**config.mk**
```make
export PLATFORM = sky130hd
export DESIGN_NAME = dbc_ctrl
export DESIGN_NICKNAME = d
export VERILOG_FILES = /design/src/sv/dbc_pkg.sv /design/src/sv/dbc_ctrl.sv
export SDC_FILE = /design/constraint.sdc
export NUM_CORES = 1
export LEC_CHECK = 0
export BUFFER_PORTS_ARGS = -buffer_cell sky130_fd_sc_hd__buf_2
export CORE_MARGIN = 2
export CORE_UTILIZATION = 47
export DETAILED_ROUTE_END_ITERATION = 8
export PLACE_DENSITY = 0.83
export SKIP_CTS_REPAIR_TIMING = 1
export SLEW_MARGIN = 15
export SYNTH_ARGS = -nofsm -noshare
export SYNTH_HDL_FRONTEND = slang
export SYNTH_SLANG_ARGS = --single-unit
```
**constraint.sdc**
```tcl
create_clock -name clk_i -period 2.1 [get_ports clk_i]
set_input_delay 0.42 -clock clk_i [delete_from_list [all_inputs] [get_ports clk_i]]
set_output_delay 0.42 -clock clk_i [all_outputs]
set_load 0.01 [all_outputs]
```
**src/sv/dbc_pkg.sv**
```systemverilog
// shared types, constants and helper functions of the dither and braille cell encoder
// no dependencies; imported by every module of the block except dbc_ram
package dbc_pkg;

  localparam int unsigned MaxWidthDef  = 128;
  localparam int unsigned MaxHeightDef = 128;

  // configuration reset values
  localparam logic [7:0] WidthRst  = 8'd128;
  localparam logic [7:0] HeightRst = 8'd128;
  localparam logic [7:0] PassRst   = 8'd16;

  // register indexes on the configuration port
  localparam logic [1:0] RegWidth  = 2'd0;
  localparam logic [1:0] RegHeight = 2'd1;
  localparam logic [1:0] RegPass   = 2'd2;

  // input commands
  localparam logic [1:0] CmdLoad = 2'd0;
  localparam logic [1:0] CmdRun  = 2'd1;
  localparam logic [1:0] CmdRead = 2'd2;

  // diffusion taps
  localparam logic [2:0] TapCentre = 3'd0;
  localparam logic [2:0] TapUp     = 3'd1;
  localparam logic [2:0] TapDown   = 3'd2;
  localparam logic [2:0] TapLeft   = 3'd3;
  localparam logic [2:0] TapRight  = 3'd4;
  localparam logic [2:0] TapLastDf = TapRight;
  localparam logic [2:0] TapLastCe = 3'd7;

  localparam logic [7:0]  DotLevel    = 8'h80;
  localparam logic [13:0] BrailleBase = 14'h2800;

  // commands from the controller to the datapath
  typedef struct packed {
    logic       load_wr;
    logic       lad_clr;
    logic       xy_clr;
    logic       xy_inc;
    logic       pass_clr;
    logic       pass_inc;
    logic       cp_rd;
    logic       df_rd;
    logic       df_wr;
    logic       ce_rd;
    logic       cell_ld;
    logic       out_ld;
    logic [2:0] tap;
  } dp_cmd_t;

  // status from the datapath to the controller
  typedef struct packed {
    logic xy_last;
    logic pass_done;
    logic thin;
    logic out_busy;
  } dp_sts_t;

  // share sent to each neighbour: spread / 6 truncated toward zero
  function automatic logic signed [5:0] share_of(input logic [7:0] p);
    logic signed [8:0] spread;
    logic [6:0]        mag;
    logic [12:0]       prod;
    logic [5:0]        q;
    spread = (p > 8'd40) ? (9'sd128 - $signed({1'b0, p}))
                         : (9'sd32 - $signed({1'b0, p}));
    mag  = spread[8] ? 7'(-spread) : spread[6:0];
    // reciprocal of six, exact for magnitudes below 128
    prod = 13'(mag) * 13'd43;
    q    = 6'(prod >> 8);
    share_of = spread[8] ? -$signed(q) : $signed(q);
  endfunction

  // column offset of dot k in a cell
  function automatic logic cell_dx(input logic [2:0] k);
    case (k)
      3'd3, 3'd4, 3'd5, 3'd7: cell_dx = 1'b1;
      default:                cell_dx = 1'b0;
    endcase
  endfunction

  // row offset of dot k in a cell
  function automatic logic [1:0] cell_dy(input logic [2:0] k);
    case (k)
      3'd1, 3'd4: cell_dy = 2'd1;
      3'd2, 3'd5: cell_dy = 2'd2;
      3'd6, 3'd7: cell_dy = 2'd3;
      default:    cell_dy = 2'd0;
    endcase
  endfunction

endpackage

```
**src/sv/dbc_ctrl.sv**
```systemverilog
// controller state machine: sequences loads, copy and diffusion passes, cell reads
// depends on dbc_pkg
module dbc_ctrl
  import dbc_pkg::*;
(
  input  logic       clk_i,
  input  logic       rst_ni,
  input  logic       in_valid_i,
  output logic       in_ready_o,
  input  logic [1:0] in_cmd_i,
  input  dp_sts_t    sts_i,
  output dp_cmd_t    cmd_o
);

  typedef enum logic [3:0] {
    StIdle,
    StPassChk,
    StCopy,
    StCopyEnd,
    StDfRd,
    StDfLast,
    StDfWr,
    StCeRd,
    StCeLast,
    StCeOut
  } state_e;

  state_e     state_q, state_d;
  logic [2:0] tap_q, tap_d;

  assign in_ready_o = (state_q == StIdle);

  // next state and command decode
  always_comb begin
    state_d = state_q;
    tap_d   = tap_q;
    cmd_o   = '0;
    cmd_o.tap = tap_q;
    case (state_q)
      StIdle: begin
        tap_d = '0;
        if (in_valid_i) begin
          case (in_cmd_i)
            CmdLoad: cmd_o.load_wr = 1'b1;
            CmdRun: begin
              cmd_o.lad_clr  = 1'b1;
              cmd_o.pass_clr = 1'b1;
              cmd_o.xy_clr   = 1'b1;
              if (!sts_i.thin) begin
                state_d = StPassChk;
              end
            end
            CmdRead: begin
              cmd_o.cell_ld = 1'b1;
              state_d       = StCeRd;
            end
            default: ;
          endcase
        end
      end
      StPassChk: begin
        cmd_o.xy_clr = 1'b1;
        state_d = sts_i.pass_done ? StIdle : StCopy;
      end
      StCopy: begin
        cmd_o.cp_rd  = 1'b1;
        cmd_o.tap    = TapCentre;
        cmd_o.xy_inc = 1'b1;
        if (sts_i.xy_last) begin
          state_d = StCopyEnd;
        end
      end
      StCopyEnd: begin
        // lets the last scratch write land before diffusion reads
        cmd_o.xy_clr = 1'b1;
        tap_d   = TapCentre;
        state_d = StDfRd;
      end
      StDfRd: begin
        cmd_o.df_rd = 1'b1;
        tap_d = tap_q + 3'd1;
        if (tap_q == TapLastDf) begin
          state_d = StDfLast;
        end
      end
      StDfLast: state_d = StDfWr;
      StDfWr: begin
        cmd_o.df_wr  = 1'b1;
        cmd_o.tap    = TapCentre;
        cmd_o.xy_inc = 1'b1;
        tap_d = TapCentre;
        if (sts_i.xy_last) begin
          cmd_o.pass_inc = 1'b1;
          state_d = StPassChk;
        end else begin
          state_d = StDfRd;
        end
      end
      StCeRd: begin
        cmd_o.ce_rd = 1'b1;
        tap_d = tap_q + 3'd1;
        if (tap_q == TapLastCe) begin
          state_d = StCeLast;
        end
      end
      StCeLast: state_d = StCeOut;
      StCeOut: begin
        if (!sts_i.out_busy) begin
          cmd_o.out_ld = 1'b1;
          state_d = StIdle;
        end
      end
      default: state_d = StIdle;
    endcase
  end

  // state register
  always_ff @(posedge clk_i or negedge rst_ni) begin
    if (!rst_ni) begin
      state_q <= StIdle;
      tap_q   <= '0;
    end else begin
      state_q <= state_d;
      tap_q   <= tap_d;
    end
  end

endmodule

```
# --- Yosys cells after proc, flatten, opt, wreduce, memory -nomap -nowiden ---
# Cells that the tools add are included.
classes:
  add_sub_neg: 1
  n_eq_ne: 20
  n_mux: 32
  reduce_logical: 8
op_table:
  columns: ["op", "n"]
  rows:
  - ["one-hot mux 4 bit (10 select lines)", 1]
  - ["2-to-1 mux 4 bit", 6]
  - ["== test 4 x 3 -> 1 bit (second input constant)", 4]
  - ["2-to-1 mux 1 bit", 16]
  - ["inequality test 2 bit (second input constant)", 5]
  - ["2-to-1 mux 3 bit", 3]
  - ["== test 4 x 2 -> 1 bit (second input constant)", 2]
  - ["== test 4 bit (second input constant)", 2]
  - ["one-hot mux 4 bit (2 select lines)", 1]
  - ["AND reduction 7 bit", 1]
  - ["== test 3 bit (second input constant)", 2]
  - ["2-to-1 mux 2 bit", 3]
  - ["one-hot mux 3 bit (2 select lines)", 1]
  - ["OR reduction 2 bit", 3]
  - ["== test 4 x 1 -> 1 bit (second input constant)", 1]
  - ["logical NOT 4 bit", 1]
  - ["adder 3 x 1 -> 3 bit (second input constant)", 1]
  - ["inequality test 3 x 1 -> 1 bit (second input constant)", 1]
  - ["inequality test 3 bit (second input constant)", 1]
  - ["OR reduction 3 bit", 1]
  - ["== test 2 x 1 -> 1 bit (second input constant)", 1]
  - ["== test 2 bit (second input constant)", 1]
  - ["logical NOT 2 bit", 1]
  - ["one-hot mux 1 bit (2 select lines)", 1]
  - ["nonzero test 2 bit", 1]
word_totals:
  ff_bits: 7
  in_bits: 9
  word_cells: 63

# --- Logic depth before layout (Yosys ltp) ---
depth:
  word_depth: 4
  mapped_depth: 6
  depth_no_buf: 6

# --- Worst setup path before layout ---
# Ideal clock, no wire load.
synth_timing:
  kind: "reg-to-output"
  from: "reg state_q[3]"
  to: "out cmd_o[12] (netlist bit)"
  arrival_time_ns: 1.497
  required_time_ns: 1.680
  setup_slack_ns: 0.183
  stages_incl_launch_ff: 5
  n_path_buf: 0
  cell_sequence: "dfrtp_1 nor4_2 nand2_1 nor3b_2 a31o_1"
synth_rtl:
  columns: ["item", "line_no", "source"]
  rows:
  - ["from (decl)", "dbc_ctrl.sv:28", "state_e state_q, state_d;"]
  - ["from (signal assigned)", "dbc_ctrl.sv:120", "state_q <= StIdle;"]
  - ["from (signal assigned)", "dbc_ctrl.sv:123", "state_q <= state_d;"]
  - ["to (decl)", "dbc_ctrl.sv:12", "output dp_cmd_t cmd_o"]

==> flow_metrics.env <==
export IMPL_period_share_pct=97.9
export IMPL_syn_num_nets=88
export IMPL_drtPass1Iterations=4
export IMPL_seq_area_frac_synth_pct=26.7
export IMPL_synth_main_ff_cell="dfrtp_1"
export IMPL_tritoncts_num_sinks=7
export IMPL_die_area_mm2=0.00171
export IMPL_initial_core_util_pct=50.4
export IMPL_ys_warn_count=0
export IMPL_p_int_mw=0.664
export IMPL_cpPeakStageDelay_ps=400
export IMPL_comb_power_share_pct=68.6
export IMPL_hpwl_um=1190
export IMPL_synth_top_family_by_area="simple AND/OR/NAND/NOR gates"
export IMPL_grt_pass1_wl_um=2240
export IMPL_power_density_mw_per_mm2=1500
export IMPL_synthMuxAreaShare_pct=5.15
export IMPL_wl_met3_um=105
export IMPL_yosysMostFrequentCell="nor2_1"
export IMPL_timing_rr_end="state_q[0]$_DFFE_PN0P_"
export IMPL_yosysTopAreaCell="dfrtp_1"
export IMPL_die_height_um=41.4
export IMPL_power_frac_clock_pct=9.9
export IMPL_tightest_slew_ps=351
export IMPL_ioPinCount=25
export IMPL_rsz0062_at_grt="true"
export IMPL_synth_area_leaders="dfrtp_1, ha_1, nor2_1"
export IMPL_vdd_drop_max_mv=0.877
export IMPL_cp_max_fo=3
export IMPL_required_ps=1680
export IMPL_synthAdderAreaFrac_pct=5.73
export IMPL_async_flop_share_pct=100
export IMPL_startpoint="state_q[1]$_DFFE_PN0P_"
export IMPL_synthCells=76
export IMPL_rr_startpoint="state_q[0]$_DFFE_PN0P_"
export IMPL_max_freq_mhz=487
export IMPL_r2r_cells=5
export IMPL_fin_hold_ws_ps=527
export IMPL_synth_top_area_share_pct=26.7
export IMPL_drv_slew=0
export IMPL_slew_limit_headroom_pct=76.5
export IMPL_hp_class="input pin to async pin"
export IMPL_grt_total_usage_pct=20.3
export IMPL_power_mw=1.27
export IMPL_period_minus_slack_ps=2050
export IMPL_rows=13
export IMPL_antenna_left=0
export IMPL_cp_cell_sequence="nor4_4, nand2_2, nor3b_4, a31o_1, buf_2"
export IMPL_cts_htree_levels=1
export IMPL_finalClockSkew_ps=1.66
export IMPL_coreArea_mm2=0.00130
export IMPL_grt_pass1_vias=557
export IMPL_status="complete, no violations"
export IMPL_drt_met1_wl_um=638
export IMPL_timing_max_cap_violations=0
export IMPL_synth_compound_area_share_pct=21.2
export IMPL_clk_latency_ps=260
export IMPL_worstSetupPathType="flip-flop to output pin"
export IMPL_ys_types=36
export IMPL_power_switching_share_pct=47.7
export IMPL_synth_xor_area_share_pct=0
export IMPL_cts_tree="built"
export IMPL_slowest_stage="dfrtp_1"
export IMPL_ys_seq_elements=7
export IMPL_top_layer="met4"
export IMPL_antenna_cells=0
export IMPL_clockBufferDepth=2
export IMPL_wire_per_inst_um=12.6
export IMPL_antenna_found_initial=0
export IMPL_avgViaCountPerCell=5.70
export IMPL_root_buffer="clkbuf_4"
export IMPL_synth_simple_area_share_pct=29.8
export IMPL_met2_length_um=758
export IMPL_synth_edff_count=0
export IMPL_arrival_ps=1630
export IMPL_endpoint_kind="output pin"
export IMPL_drive_above_1_share_pct=41.0
export IMPL_cts_clk_slew_worst_paths_ps=60
export IMPL_grt_ovfl_total=0
export IMPL_grt_max_degree=15
export IMPL_numCtsBuffers=3
export IMPL_num_vias=684
export IMPL_power_leakage_nw=0.442
export IMPL_die_w_um=41.4
export IMPL_area_growth_pct=29.0
export IMPL_cp_endpoint="cmd_o[12]"
export IMPL_final_util_pct=65.0
export IMPL_start_kind="flip-flop"
export IMPL_switching_power_mw=0.605
export IMPL_synthTopCellsByCount="nor2_1, dfrtp_1, inv_1"
export IMPL_drc=0
export IMPL_seq_power_share_pct=21.6
export IMPL_r2r_slack_ps=320
export IMPL_io_buffers=24
export IMPL_final_net_count=118
export IMPL_synth_avg_cell_area_um2=8.63
export IMPL_final_hold_viol_count=0
export IMPL_setup_viol_count_final=0
export IMPL_syn_area_um2=656
export IMPL_globalplace_congestion=0.837
export IMPL_routed_wirelength_um=1520
export IMPL_drt_initial_drc_count=11
-- worst min-delay path by stage --
stage | start | endpoint | slack [ps]
floorplan | rst_ni | state_q[0]$_DFFE_PN0P_ | 120
global placement | rst_ni | tap_q[0]$_DFFE_PN0P_ | 250
detailed placement | rst_ni | state_q[0]$_DFFE_PN0P_ | 260
CTS | rst_ni | tap_q[0]$_DFFE_PN0P_ | -10
global route | rst_ni | tap_q[0]$_DFFE_PN0P_ | 540
finish | rst_ni | state_q[1]$_DFFE_PN0P_ | 530
-- final cells by class --
| type | count | area, µm² |
|---|---|---|
| Timing Repair Buffer | 30 | 168 |
| Clock buffer | 3 | 22.5 |
| Sequential cell | 7 | 175 |
| Tap cell | 15 | 18.8 |
| Multi-Input combinational cell | 55 | 423 |
| Inverter | 9 | 33.8 |
| Clock inverter | 1 | 5.00 |
| Fill cell | 130 | 455 |
-- per-layer routing --
layer	up-vias	GRT usage, %
li1	334	-
met1	321	23.4
met2	27	35.2
met3	2	3.19
met4	0	12.1
met5	-	0
-- power by group through the flow --
stage / Combinational, mW / Sequential (mW) / Clock, mW
floorplan: 0.628 / 0.265 / 0
global placement: 0.823 / 0.259 / 0
detailed placement: 0.845 / 0.263 / 0
CTS: 0.847 / 0.261 / 0.130
global route: 0.954 / 0.281 / 0.138
finish: 0.870 / 0.274 / 0.125
-- sequential cells by signal, indices dropped and copies added (netlist names) --
| signal | cells |
|---|---|
| state_q | 4 |
| tap_q | 3 |
-- logic make-up (layout without fill, tap and decap cells) --
logic type | after synthesis | in the layout
AO/OA/AOI/OAI | 17 | 17
adder cells (fa/ha/maj) | 3 | 3
buffers and inverters | 14 | 43
flip-flops | 7 | 7
multiplexers | 3 | 3
AND/OR/NAND/NOR | 32 | 32
-- per-stage QoR --
step           instances  setup TNS, ps  setup slack (ps)  cell area, µm²
6_report             120              0              45.1             846
5_1_grt              120          -55.2             -55.2             846
4_1_cts              118          -27.2             -27.2             811
3_5_place_dp         114              0               259             783
3_3_place_gp         114              0               310             783
2_1_floorplan         76              0               183             656
-- critical path: cells and delay by family, from the launching register on --
family / cells / cell delay (ps)
simple gates: 3 / 720
flops: 1 / 400
compound gates: 1 / 140
buf+inv: 1 / 130
-- placed cells by master (no fill, tap or decap), drive strengths merged, types with 2 or more instances in the layout --
| cell | instances |
|---|---|
| a21oi | 2 |
| a22o | 2 |
| buf | 29 |
| clkbuf | 3 |
| dfrtp | 7 |
| ha | 3 |
| inv | 9 |
| mux2 | 3 |
| nand2 | 4 |
| nand2b | 3 |
| nand4b | 2 |
| nor2 | 10 |
| nor2b | 2 |
| nor3 | 5 |
| nor3b | 2 |
| o21ai | 2 |
| o31ai | 2 |
(Power assumes the default switching activity.)
